<file path="src/sv/ntla_pkg.sv">
// ----------------------------------------------------------------------------
// Neighbor table package
// Sizes, field widths, command and status codes and entry layout.
// ----------------------------------------------------------------------------
package ntla_pkg;

   // Table size and derived widths
   localparam int TABLE_DEPTH = 16;
   localparam int IDX_W       = (TABLE_DEPTH > 1) ? $clog2(TABLE_DEPTH) : 1;
   localparam int CNT_W       = $clog2(TABLE_DEPTH + 1);

   // Transaction field widths
   localparam int CMD_W    = 2;
   localparam int ID_W     = 8;
   localparam int STR_W    = 8;
   localparam int HOP_W    = 8;
   localparam int TIME_W   = 32;
   localparam int RIDX_W   = 4;
   localparam int STATUS_W = 3;
   localparam int SLOT_W   = 4;
   localparam int COUNT_W  = 5;

   localparam logic [TIME_W-1:0] AGE_LIMIT_RESET = TIME_W'(1000);

   typedef enum logic [CMD_W-1:0] {
      CMD_UPDATE = 2'd0,
      CMD_PURGE  = 2'd1,
      CMD_READ   = 2'd2
   } cmd_type;

   typedef enum logic [STATUS_W-1:0] {
      ST_REFRESHED = 3'd0,
      ST_INSERTED  = 3'd1,
      ST_REPLACED  = 3'd2,
      ST_PURGED    = 3'd3,
      ST_READ_OK   = 3'd4,
      ST_READ_OOR  = 3'd5
   } status_type;

   // One table entry as stored in the RAM
   typedef struct packed {
      logic [ID_W-1:0]   id;
      logic [STR_W-1:0]  strength;
      logic [HOP_W-1:0]  hops;
      logic [TIME_W-1:0] stamp;
   } entry_type;

   localparam int ENTRY_W = $bits(entry_type);

   // Pending result, count is taken when the result is issued
   typedef struct packed {
      status_type        status;
      logic [SLOT_W-1:0] slot;
      entry_type         entry;
   } result_type;

endpackage

</file>
<file path="src/sv/ntla_if.sv">
// ----------------------------------------------------------------------------
// Neighbor table channel interfaces
// Request, response and register write channels with valid/ready handshake.
// ----------------------------------------------------------------------------
interface ntla_req_if;
   import ntla_pkg::*;

   logic                     valid;
   logic                     ready;
   logic [CMD_W-1:0]         command;
   logic [ID_W-1:0]          neighbor_id;
   logic signed [STR_W-1:0]  signal_strength;
   logic [HOP_W-1:0]         hops;
   logic [TIME_W-1:0]        now_time;
   logic [RIDX_W-1:0]        read_index;

   modport source (output valid, command, neighbor_id, signal_strength, hops, now_time,
                   read_index, input ready);
   modport sink   (input valid, command, neighbor_id, signal_strength, hops, now_time,
                   read_index, output ready);
endinterface

interface ntla_rsp_if;
   import ntla_pkg::*;

   logic                     valid;
   logic                     ready;
   logic [STATUS_W-1:0]      status;
   logic [SLOT_W-1:0]        slot;
   logic [COUNT_W-1:0]       table_count;
   logic [ID_W-1:0]          entry_id;
   logic signed [STR_W-1:0]  entry_strength;
   logic [HOP_W-1:0]         entry_hops;
   logic [TIME_W-1:0]        entry_time;

   modport source (output valid, status, slot, table_count, entry_id, entry_strength,
                   entry_hops, entry_time, input ready);
   modport sink   (input valid, status, slot, table_count, entry_id, entry_strength,
                   entry_hops, entry_time, output ready);
endinterface

interface ntla_csr_if;
   import ntla_pkg::*;

   logic              valid;
   logic              ready;
   logic [TIME_W-1:0] data;

   modport source (output valid, data, input ready);
   modport sink   (input valid, data, output ready);
endinterface

</file>
<file path="src/sv/neighbor_table_lru_aging.sv">
// ----------------------------------------------------------------------------
// Neighbor table with least-recently-updated replacement and aging
// Sequencer around one table RAM: update, purge and read transactions.
// ----------------------------------------------------------------------------
// One request transaction is taken at a time; req_bus.ready is high only while
// the sequencer is idle, and a finished result sits in the response register
// so the next request can be taken while it waits. The table RAM has a single
// read port, so entries are read one at a time: an update scans the live
// entries in order until it finds its id, and an update with a new id scans
// all live entries, then appends or overwrites the oldest entry; purge reads
// each live entry and moves the last entry into each removed one; a read
// issues its table read when it is accepted if the index is below the count.
// A result that finds the response register still full holds the sequencer,
// and with it the request channel, until the register frees. Command code 3
// is taken and dropped without a response. age_limit is to be written through
// csr_bus only while the block is idle; the block itself does not enforce it.
module neighbor_table_lru_aging (
   input  logic          clock,
   input  logic          reset,
   ntla_req_if.sink      req_bus,
   ntla_rsp_if.source    rsp_bus,
   ntla_csr_if.sink      csr_bus
);
   import ntla_pkg::*;

   typedef enum logic [6:0] {
      S_IDLE    = 7'b0000001,
      S_UPD_RD  = 7'b0000010,
      S_UPD_CHK = 7'b0000100,
      S_PRG_RD  = 7'b0001000,
      S_PRG_CHK = 7'b0010000,
      S_PRG_MOV = 7'b0100000,
      S_RESP    = 7'b1000000
   } state_type;

   // Sequencer state
   state_type            state_ff, state_in;
   logic [CNT_W-1:0]     idx_ff, idx_in;
   logic [CNT_W-1:0]     count_ff, count_in;
   logic [TIME_W-1:0]    age_limit_ff;
   logic [IDX_W-1:0]     best_idx_ff, best_idx_in;
   logic [TIME_W-1:0]    best_time_ff, best_time_in;
   logic                 read_pend_ff, read_pend_in;
   entry_type            req_ff, req_in;
   result_type           res_ff, res_in;
   logic                 rsp_valid_ff, rsp_valid_in;
   result_type           rsp_ff, rsp_in;
   logic [COUNT_W-1:0]   rsp_count_ff, rsp_count_in;

   // RAM port
   logic                 wr_en;
   logic [IDX_W-1:0]     wr_addr;
   entry_type            wr_data;
   logic                 rd_en;
   logic [IDX_W-1:0]     rd_addr;
   entry_type            rd_data;
   logic [ENTRY_W-1:0]   rd_raw;

   logic                 req_fire;
   logic                 rsp_free;
   logic [TIME_W-1:0]    age;
   logic [CNT_W-1:0]     last_idx;

   ntla_ram #(
      .WIDTH (ENTRY_W),
      .DEPTH (TABLE_DEPTH)
   ) u_table (
      .clock   (clock),
      .wr_en   (wr_en),
      .wr_addr (wr_addr),
      .wr_data (wr_data),
      .rd_en   (rd_en),
      .rd_addr (rd_addr),
      .rd_data (rd_raw)
   );

   assign rd_data  = entry_type'(rd_raw);
   assign req_fire = req_bus.valid && req_bus.ready;
   assign rsp_free = !rsp_valid_ff || rsp_bus.ready;
   assign age      = req_ff.stamp - rd_data.stamp;
   assign last_idx = count_ff - CNT_W'(1);

   // Handshake outputs
   assign req_bus.ready = (state_ff == S_IDLE);
   assign csr_bus.ready = 1'b1;

   assign rsp_bus.valid          = rsp_valid_ff;
   assign rsp_bus.status         = rsp_ff.status;
   assign rsp_bus.slot           = rsp_ff.slot;
   assign rsp_bus.table_count    = rsp_count_ff;
   assign rsp_bus.entry_id       = rsp_ff.entry.id;
   assign rsp_bus.entry_strength = $signed(rsp_ff.entry.strength);
   assign rsp_bus.entry_hops     = rsp_ff.entry.hops;
   assign rsp_bus.entry_time     = rsp_ff.entry.stamp;

   // Sequence one transaction through the table
   always_comb begin
      state_in     = state_ff;
      idx_in       = idx_ff;
      count_in     = count_ff;
      best_idx_in  = best_idx_ff;
      best_time_in = best_time_ff;
      read_pend_in = 1'b0;
      req_in       = req_ff;
      res_in       = res_ff;
      rsp_in       = rsp_ff;
      rsp_count_in = rsp_count_ff;
      rsp_valid_in = rsp_valid_ff && !rsp_bus.ready;
      wr_en        = 1'b0;
      wr_addr      = idx_ff[IDX_W-1:0];
      wr_data      = req_ff;
      rd_en        = 1'b0;
      rd_addr      = idx_ff[IDX_W-1:0];

      case (state_ff)
         S_IDLE: begin
            if (req_fire) begin
               req_in.id       = req_bus.neighbor_id;
               req_in.strength = req_bus.signal_strength;
               req_in.hops     = req_bus.hops;
               req_in.stamp    = req_bus.now_time;
               idx_in          = '0;
               res_in          = '0;
               case (req_bus.command)
                  CMD_UPDATE: state_in = S_UPD_RD;
                  CMD_PURGE:  state_in = S_PRG_RD;
                  CMD_READ: begin
                     // Issue the read at once when the index is live
                     if (CNT_W'(req_bus.read_index) < count_ff) begin
                        rd_en        = 1'b1;
                        rd_addr      = IDX_W'(req_bus.read_index);
                        read_pend_in = 1'b1;
                     end else begin
                        res_in.status = ST_READ_OOR;
                     end
                     state_in = S_RESP;
                  end
                  default: state_in = S_IDLE;
               endcase
            end
         end

         S_UPD_RD: begin
            if (idx_ff < count_ff) begin
               rd_en    = 1'b1;
               state_in = S_UPD_CHK;
            end else begin
               // Id not present: append or overwrite the oldest entry
               wr_en = 1'b1;
               if (count_ff < CNT_W'(TABLE_DEPTH)) begin
                  wr_addr       = count_ff[IDX_W-1:0];
                  res_in.slot   = SLOT_W'(count_ff[IDX_W-1:0]);
                  res_in.status = ST_INSERTED;
                  count_in      = count_ff + CNT_W'(1);
               end else begin
                  wr_addr       = best_idx_ff;
                  res_in.slot   = SLOT_W'(best_idx_ff);
                  res_in.status = ST_REPLACED;
               end
               state_in = S_RESP;
            end
         end

         S_UPD_CHK: begin
            if (rd_data.id == req_ff.id) begin
               wr_en         = 1'b1;
               res_in.slot   = SLOT_W'(idx_ff[IDX_W-1:0]);
               res_in.status = ST_REFRESHED;
               state_in      = S_RESP;
            end else begin
               // Track the lowest stamp, first index wins a tie
               if (idx_ff == '0 || rd_data.stamp < best_time_ff) begin
                  best_idx_in  = idx_ff[IDX_W-1:0];
                  best_time_in = rd_data.stamp;
               end
               idx_in   = idx_ff + CNT_W'(1);
               state_in = S_UPD_RD;
            end
         end

         S_PRG_RD: begin
            if (idx_ff < count_ff) begin
               rd_en    = 1'b1;
               state_in = S_PRG_CHK;
            end else begin
               res_in.status = ST_PURGED;
               state_in      = S_RESP;
            end
         end

         S_PRG_CHK: begin
            // Fetch the last live entry in case this one must go
            rd_en   = 1'b1;
            rd_addr = last_idx[IDX_W-1:0];
            if (age > age_limit_ff) begin
               state_in = S_PRG_MOV;
            end else begin
               idx_in   = idx_ff + CNT_W'(1);
               state_in = S_PRG_RD;
            end
         end

         S_PRG_MOV: begin
            // Move the last entry into the stale slot and recheck it
            wr_en    = 1'b1;
            wr_data  = rd_data;
            count_in = last_idx;
            state_in = S_PRG_RD;
         end

         S_RESP: begin
            if (rsp_free) begin
               rsp_in = res_ff;
               if (read_pend_ff) begin
                  rsp_in.entry  = rd_data;
                  rsp_in.status = ST_READ_OK;
               end
               rsp_count_in = COUNT_W'(count_ff);
               rsp_valid_in = 1'b1;
               state_in     = S_IDLE;
            end else begin
               read_pend_in = read_pend_ff;
               if (read_pend_ff) begin
                  res_in.entry  = rd_data;
                  res_in.status = ST_READ_OK;
               end
            end
         end

         default: state_in = S_IDLE;
      endcase
   end

   // Control registers
   always_ff @(posedge clock) begin
      if (reset) begin
         state_ff     <= S_IDLE;
         count_ff     <= '0;
         age_limit_ff <= AGE_LIMIT_RESET;
         rsp_valid_ff <= 1'b0;
         read_pend_ff <= 1'b0;
      end else begin
         state_ff     <= state_in;
         count_ff     <= count_in;
         rsp_valid_ff <= rsp_valid_in;
         read_pend_ff <= read_pend_in;
         if (csr_bus.valid && csr_bus.ready) begin
            age_limit_ff <= csr_bus.data;
         end
      end
   end

   // Payload registers
   always_ff @(posedge clock) begin
      idx_ff       <= idx_in;
      best_idx_ff  <= best_idx_in;
      best_time_ff <= best_time_in;
      req_ff       <= req_in;
      res_ff       <= res_in;
      rsp_ff       <= rsp_in;
      rsp_count_ff <= rsp_count_in;
   end
endmodule

</file>
<file path="src/sv/ntla_ram.sv">
// ----------------------------------------------------------------------------
// Generic RAM
// One write port, one read port, read data registered.
// ----------------------------------------------------------------------------
module ntla_ram #(
   parameter int WIDTH = 8,
   parameter int DEPTH = 16
) (
   input  logic                                      clock,
   input  logic                                      wr_en,
   input  logic [((DEPTH > 1) ? $clog2(DEPTH) : 1)-1:0] wr_addr,
   input  logic [WIDTH-1:0]                          wr_data,
   input  logic                                      rd_en,
   input  logic [((DEPTH > 1) ? $clog2(DEPTH) : 1)-1:0] rd_addr,
   output logic [WIDTH-1:0]                          rd_data
);
   logic [WIDTH-1:0] mem [DEPTH];

   // Write, then registered read
   always_ff @(posedge clock) begin
      if (wr_en) begin
         mem[wr_addr] <= wr_data;
      end
      if (rd_en) begin
         rd_data <= mem[rd_addr];
      end
   end
endmodule

</file>
<file path="src/flat_wrapper.sv">
// flat-port wrapper written by rule: the top's interface ports become plain ports
module neighbor_table_lru_aging_flat import ntla_pkg::*;
  (clock, reset, req_bus_valid, req_bus_command, req_bus_neighbor_id, req_bus_signal_strength, req_bus_hops, req_bus_now_time, req_bus_read_index, req_bus_ready, rsp_bus_valid, rsp_bus_status, rsp_bus_slot, rsp_bus_table_count, rsp_bus_entry_id, rsp_bus_entry_strength, rsp_bus_entry_hops, rsp_bus_entry_time, rsp_bus_ready, csr_bus_valid, csr_bus_data, csr_bus_ready);
  ntla_req_if req_bus_i ();
  ntla_rsp_if rsp_bus_i ();
  ntla_csr_if csr_bus_i ();
  input  logic clock;
  input  logic reset;
  input wire logic [$bits(req_bus_i.valid)-1:0] req_bus_valid;
  input wire logic [$bits(req_bus_i.command)-1:0] req_bus_command;
  input wire logic [$bits(req_bus_i.neighbor_id)-1:0] req_bus_neighbor_id;
  input wire logic [$bits(req_bus_i.signal_strength)-1:0] req_bus_signal_strength;
  input wire logic [$bits(req_bus_i.hops)-1:0] req_bus_hops;
  input wire logic [$bits(req_bus_i.now_time)-1:0] req_bus_now_time;
  input wire logic [$bits(req_bus_i.read_index)-1:0] req_bus_read_index;
  output wire logic [$bits(req_bus_i.ready)-1:0] req_bus_ready;
  output wire logic [$bits(rsp_bus_i.valid)-1:0] rsp_bus_valid;
  output wire logic [$bits(rsp_bus_i.status)-1:0] rsp_bus_status;
  output wire logic [$bits(rsp_bus_i.slot)-1:0] rsp_bus_slot;
  output wire logic [$bits(rsp_bus_i.table_count)-1:0] rsp_bus_table_count;
  output wire logic [$bits(rsp_bus_i.entry_id)-1:0] rsp_bus_entry_id;
  output wire logic [$bits(rsp_bus_i.entry_strength)-1:0] rsp_bus_entry_strength;
  output wire logic [$bits(rsp_bus_i.entry_hops)-1:0] rsp_bus_entry_hops;
  output wire logic [$bits(rsp_bus_i.entry_time)-1:0] rsp_bus_entry_time;
  input wire logic [$bits(rsp_bus_i.ready)-1:0] rsp_bus_ready;
  input wire logic [$bits(csr_bus_i.valid)-1:0] csr_bus_valid;
  input wire logic [$bits(csr_bus_i.data)-1:0] csr_bus_data;
  output wire logic [$bits(csr_bus_i.ready)-1:0] csr_bus_ready;
  assign req_bus_i.valid = req_bus_valid;
  assign req_bus_i.command = req_bus_command;
  assign req_bus_i.neighbor_id = req_bus_neighbor_id;
  assign req_bus_i.signal_strength = req_bus_signal_strength;
  assign req_bus_i.hops = req_bus_hops;
  assign req_bus_i.now_time = req_bus_now_time;
  assign req_bus_i.read_index = req_bus_read_index;
  assign req_bus_ready = req_bus_i.ready;
  assign rsp_bus_valid = rsp_bus_i.valid;
  assign rsp_bus_status = rsp_bus_i.status;
  assign rsp_bus_slot = rsp_bus_i.slot;
  assign rsp_bus_table_count = rsp_bus_i.table_count;
  assign rsp_bus_entry_id = rsp_bus_i.entry_id;
  assign rsp_bus_entry_strength = rsp_bus_i.entry_strength;
  assign rsp_bus_entry_hops = rsp_bus_i.entry_hops;
  assign rsp_bus_entry_time = rsp_bus_i.entry_time;
  assign rsp_bus_i.ready = rsp_bus_ready;
  assign csr_bus_i.valid = csr_bus_valid;
  assign csr_bus_i.data = csr_bus_data;
  assign csr_bus_ready = csr_bus_i.ready;
  neighbor_table_lru_aging u_core (.clock(clock), .reset(reset), .req_bus(req_bus_i), .rsp_bus(rsp_bus_i), .csr_bus(csr_bus_i));
endmodule
</file>
<file path="config.mk">
export PLATFORM = sky130hd
export DESIGN_NAME = neighbor_table_lru_aging_flat
export DESIGN_NICKNAME = d
export VERILOG_FILES = /design/src/sv/ntla_pkg.sv /design/src/sv/ntla_if.sv /design/src/sv/neighbor_table_lru_aging.sv /design/src/sv/ntla_ram.sv /design/src/flat_wrapper.sv
export SDC_FILE = /design/constraint.sdc
export NUM_CORES = 2
export LEC_CHECK = 0
export BUFFER_PORTS_ARGS = -buffer_cell sky130_fd_sc_hd__buf_2
export CORE_ASPECT_RATIO = 0.8
export CORE_MARGIN = 4
export CORE_UTILIZATION = 43
export CTS_CLUSTER_DIAMETER = 120
export DETAILED_ROUTE_END_ITERATION = 7
export PLACE_DENSITY_LB_ADDON = 0.12
export SLEW_MARGIN = 30
export SYNTH_ARGS = -nofsm -noshare
export SYNTH_HDL_FRONTEND = slang
export SYNTH_SLANG_ARGS = --single-unit
</file>
<file path="constraint.sdc">
create_clock -name clock -period 17.95 [get_ports clock]
set_input_delay 0.8975 -clock clock [delete_from_list [all_inputs] [get_ports clock]]
set_output_delay 0.8975 -clock clock [all_outputs]
set_load 0.01 [all_outputs]
</file>
==> metrics.cfg <==
[outcome]
status=completed

[timing]
setup_viol=0
finalSetupTns_ns=0
rsz0062_at_grt=no
worst_slack_ns=11.66
period_needed_ns=6.29
post-route-period-util_pct=35.1
relSlewSlack_pct=33.8
fmax_mhz=159
tightest_slew_ns=0.993
hold_viol=0
final_max_slew_viol_count=0
finClkSkew_ns=0.0196

[worst_hold_path]
worstHoldStart=req_bus_now_time[8]
holdPathStages=1
holdPathEnd=u_core.req_ff[8]
hold_class=in -> reg

[routing]
drt-initial-drc-count=3069
num_vias=30700
routed_wl_mm=144
drt_first_pass_iters=5
via_per_inst=5.76
drc=0
wl_per_cell_um=27.1
ant_nets=0

[critical_path]
reg2reg_from=u_core.u_table.rd_data[0]
cp_cell_sequence=ha_1, inv_1, fa_1, a21o_1, a221oi_1, a211o_1, a21oi_1, o211ai_1, o21ai_0, o41ai_1, xnor2_1, ha_1, nand4_1, or2_2, nor3_1, nand3_1, nor2_1, a221oi_1, a21oi_1, nor4_2
cpLargestDelayFamily=compound AO/OA/AOI/OAI gates
critPathArrivalTime_ns=6.65
worst_setup_path_end_kind=flip-flop
cpPeakStageDelay_ns=0.74
crit_type=reg -> reg
r2r_cells=20
path_max_fanout=5
critPathRequiredTime_ns=18.30
path_buf_inv=1
crit_cells=20
crit_slowest_cell=a221oi_1
rr_endpoint=u_core.idx_ff[4]
regToRegSetupSlack_ns=11.66
critPathLaunchType=flip-flop

[place]
place.gp.congestion=0.866
place_inst=5104
dpl-instance-area_um2=53700
dp_hpwl_mm=79.5
port_buffers=168
post-place-ws_ns=11.48

[final_layout]
instances_no_fill=5337
ff_latch_area_um2=36400
final_cell_mix=edfxtp_1 (1180), nand2_1 (372), a211oi_1 (227), and3_1 (176), buf_2 (167)
multiInputGateArea_um2=13300
fillCellCount=10100
nNetsFinal=3895
fin_area_um2=57700
layout-drive-gt1-share_pct=14.8
final_common_cell=edfxtp_1
area_growth_pct=13.6

[clocking]
clkTransAtPathRegs_ns=0.06
cts_buffers=121
clock_latency_ns=0.73
cts_tree=yes
cts_root_buffer=clkbuf_16
cts.sinks=1226
cts_max_level=3
cts-hold-fix-buffers=0
post_cts.repair.setup_buffers=0
cts-resized-gates=0
ctsLongestPathBuffers=3

[global_route]
grt_usage_pct=23.1
grt_pass1_vias=29600
grt_max_degree=183
antenna_found_initial=3
grt_pass1_wl_mm=209
grt-ovfl-total=0

[floorplan]
core_um2=117000
die_w_um=392
start_util_pct=43.4
fp.dieH_um=315
die-area_um2=124000
row_count=112
io_pins=170

[power]
power.total_w=0.00683
power_density_nw_per_um2=118
p_leak_nw=20.4
peakVddDrop_mv=0.0800

[synthesis]
ys_types=73
ys.flop_type=edfxtp_1
syn_inst=3501
syn_nets=3706
synthArstFlopShare_pct=0
synth.avg_cell_area_um2=14.5
synth_edf_count=1180
synth_area_um2=50800
ys_seq_area_share_pct=71.6
ys_ff_latch=1226
synth_warnings=0

[flow_run]
drv_cap=0

==> per-stage QoR <==
step	hold WS (ns)	utilization [%]
after detailed placement	0.412	45.9
after global routing	0.291	49.3
final	0.342	49.3
after global placement	0.406	45.9
after CTS	0.280	49.3
after floorplan	0.400	-
==> layout make-up <==
type / instances / area share, %
sequential: 1226 / 63.1
multi-input combinational: 1951 / 23.1
clock buffer: 146 / 5.49
antenna: 1 / 0.00434
clock inverter: 84 / 1.35
tap: 1539 / 3.34
inverter: 118 / 0.770
timing repair buffer: 272 / 2.94
==> power by group <==
part / total, W / internal (W) / switching (W)
clock: 0.00254 / 0.00144 / 0.00110
combinational: 0.000991 / 0.000321 / 0.000670
sequential: 0.00330 / 0.00326 / 0.0000373
total: 0.00683 / 0.00502 / 0.00181
==> Yosys cell counts, drive strengths merged, types with 3 or more instances <==
cell | instances | area, µm²
a21oi | 54 | 270
o211a | 3 | 30.0
edfxtp | 1180 | 35400
nor3 | 87 | 447
mux2i | 147 | 1470
ha | 105 | 1310
nand3 | 18 | 95.1
inv | 118 | 443
nand3b | 4 | 30.0
nand2 | 375 | 1410
and3 | 177 | 1110
nor2 | 131 | 494
o221ai | 3 | 26.3
nand2b | 11 | 68.8
a211o | 4 | 35.0
buf | 80 | 433
xor2 | 19 | 166
nor2b | 7 | 43.8
or2 | 3 | 18.8
o211ai | 14 | 105
a221oi | 6 | 52.6
or4 | 4 | 33.8
and2 | 59 | 369
a31oi | 60 | 375
a311oi | 5 | 50.0
or3 | 8 | 50.1
and4 | 56 | 490
dfxtp | 46 | 921
nand4 | 15 | 93.8
nor4 | 7 | 43.8
o22ai | 3 | 18.8
o21a | 5 | 37.5
a21o | 42 | 315
nor3b | 3 | 22.5
clkbuf | 126 | 474
a32oi | 55 | 482
o21ai | 121 | 606
xnor2 | 26 | 228
mux2 | 61 | 687
a211oi | 229 | 1720
==> kinds of logic (layout without fill, tap and decap cells) <==
family,count (synthesis),after routing,share of synthesized area [%]
buffers and inverters,324,620,2.66
AND/OR/NAND/NOR,970,970,9.58
other,1,2,0.00739
multiplexers,208,208,4.25
AO/OA/AOI/OAI,621,621,8.47
XOR/XNOR,45,45,0.777
flip-flops,1226,1226,71.6
adder cells (fa/ha/maj),106,106,2.63
==> flip-flops by register name (all words and copies together), names as in the netlist, 8 cells and up <==
name	count
u_core.u_table.mem	896
u_core.res_ff	63
u_core.req_ff	56
u_core.u_table.rd_data	56
u_core.age_limit_ff	32
u_core.best_time_ff	32
u_core.rsp_bus.entry_time	32
u_core.rsp_bus.entry_hops	8
u_core.rsp_bus.entry_id	8
u_core.rsp_bus.entry_strength	8
==> worst register-to-register path, cell delays in order (launching register included) <==
cell      delay [ns]
edfxtp_1        0.50
ha_1            0.22
inv_1           0.06
fa_1            0.41
a21o_1          0.19
a221oi_1        0.47
a211o_1         0.30
a21oi_1         0.15
o211ai_1        0.47
o21ai_0         0.26
o41ai_1         0.38
xnor2_1         0.17
ha_1            0.26
nand4_1         0.12
or2_2           0.16
nor3_1          0.08
nand3_1         0.08
nor2_1          0.11
a221oi_1        0.74
a21oi_1         0.24
nor4_2          0.58
==> worst max-delay path by stage <==
| stage | start | end | slack (ns) |
|---|---|---|---|
| finish | u_core.u_table.rd_data[0] | u_core.idx_ff[4] | 11.66 |
| global route | u_core.u_table.rd_data[0] | u_core.idx_ff[4] | 11.40 |
| CTS | u_core.u_table.rd_data[0] | u_core.idx_ff[4] | 11.44 |
| detailed placement | u_core.u_table.rd_data[0] | u_core.idx_ff[2] | 11.48 |
| global placement | u_core.u_table.rd_data[0] | u_core.idx_ff[3] | 11.71 |
| floorplan | u_core.state_ff[2] | u_core.u_table.mem[3][0] | 11.16 |
==> per-layer routing <==
| layer | global-route usage [%] | part of all wire (%) | up-vias |
|---|---|---|---|
| met3 | 3.75 | 6.6 | 181 |
| met5 | 0 | 0 | - |
| met1 | 34.6 | 47 | 15700 |
| met2 | 35.5 | 45 | 1054 |
| li1 | - | - | 13800 |
| met4 | 5.36 | 2.1 | 0 |
Power figures use the tool's default switching activity.
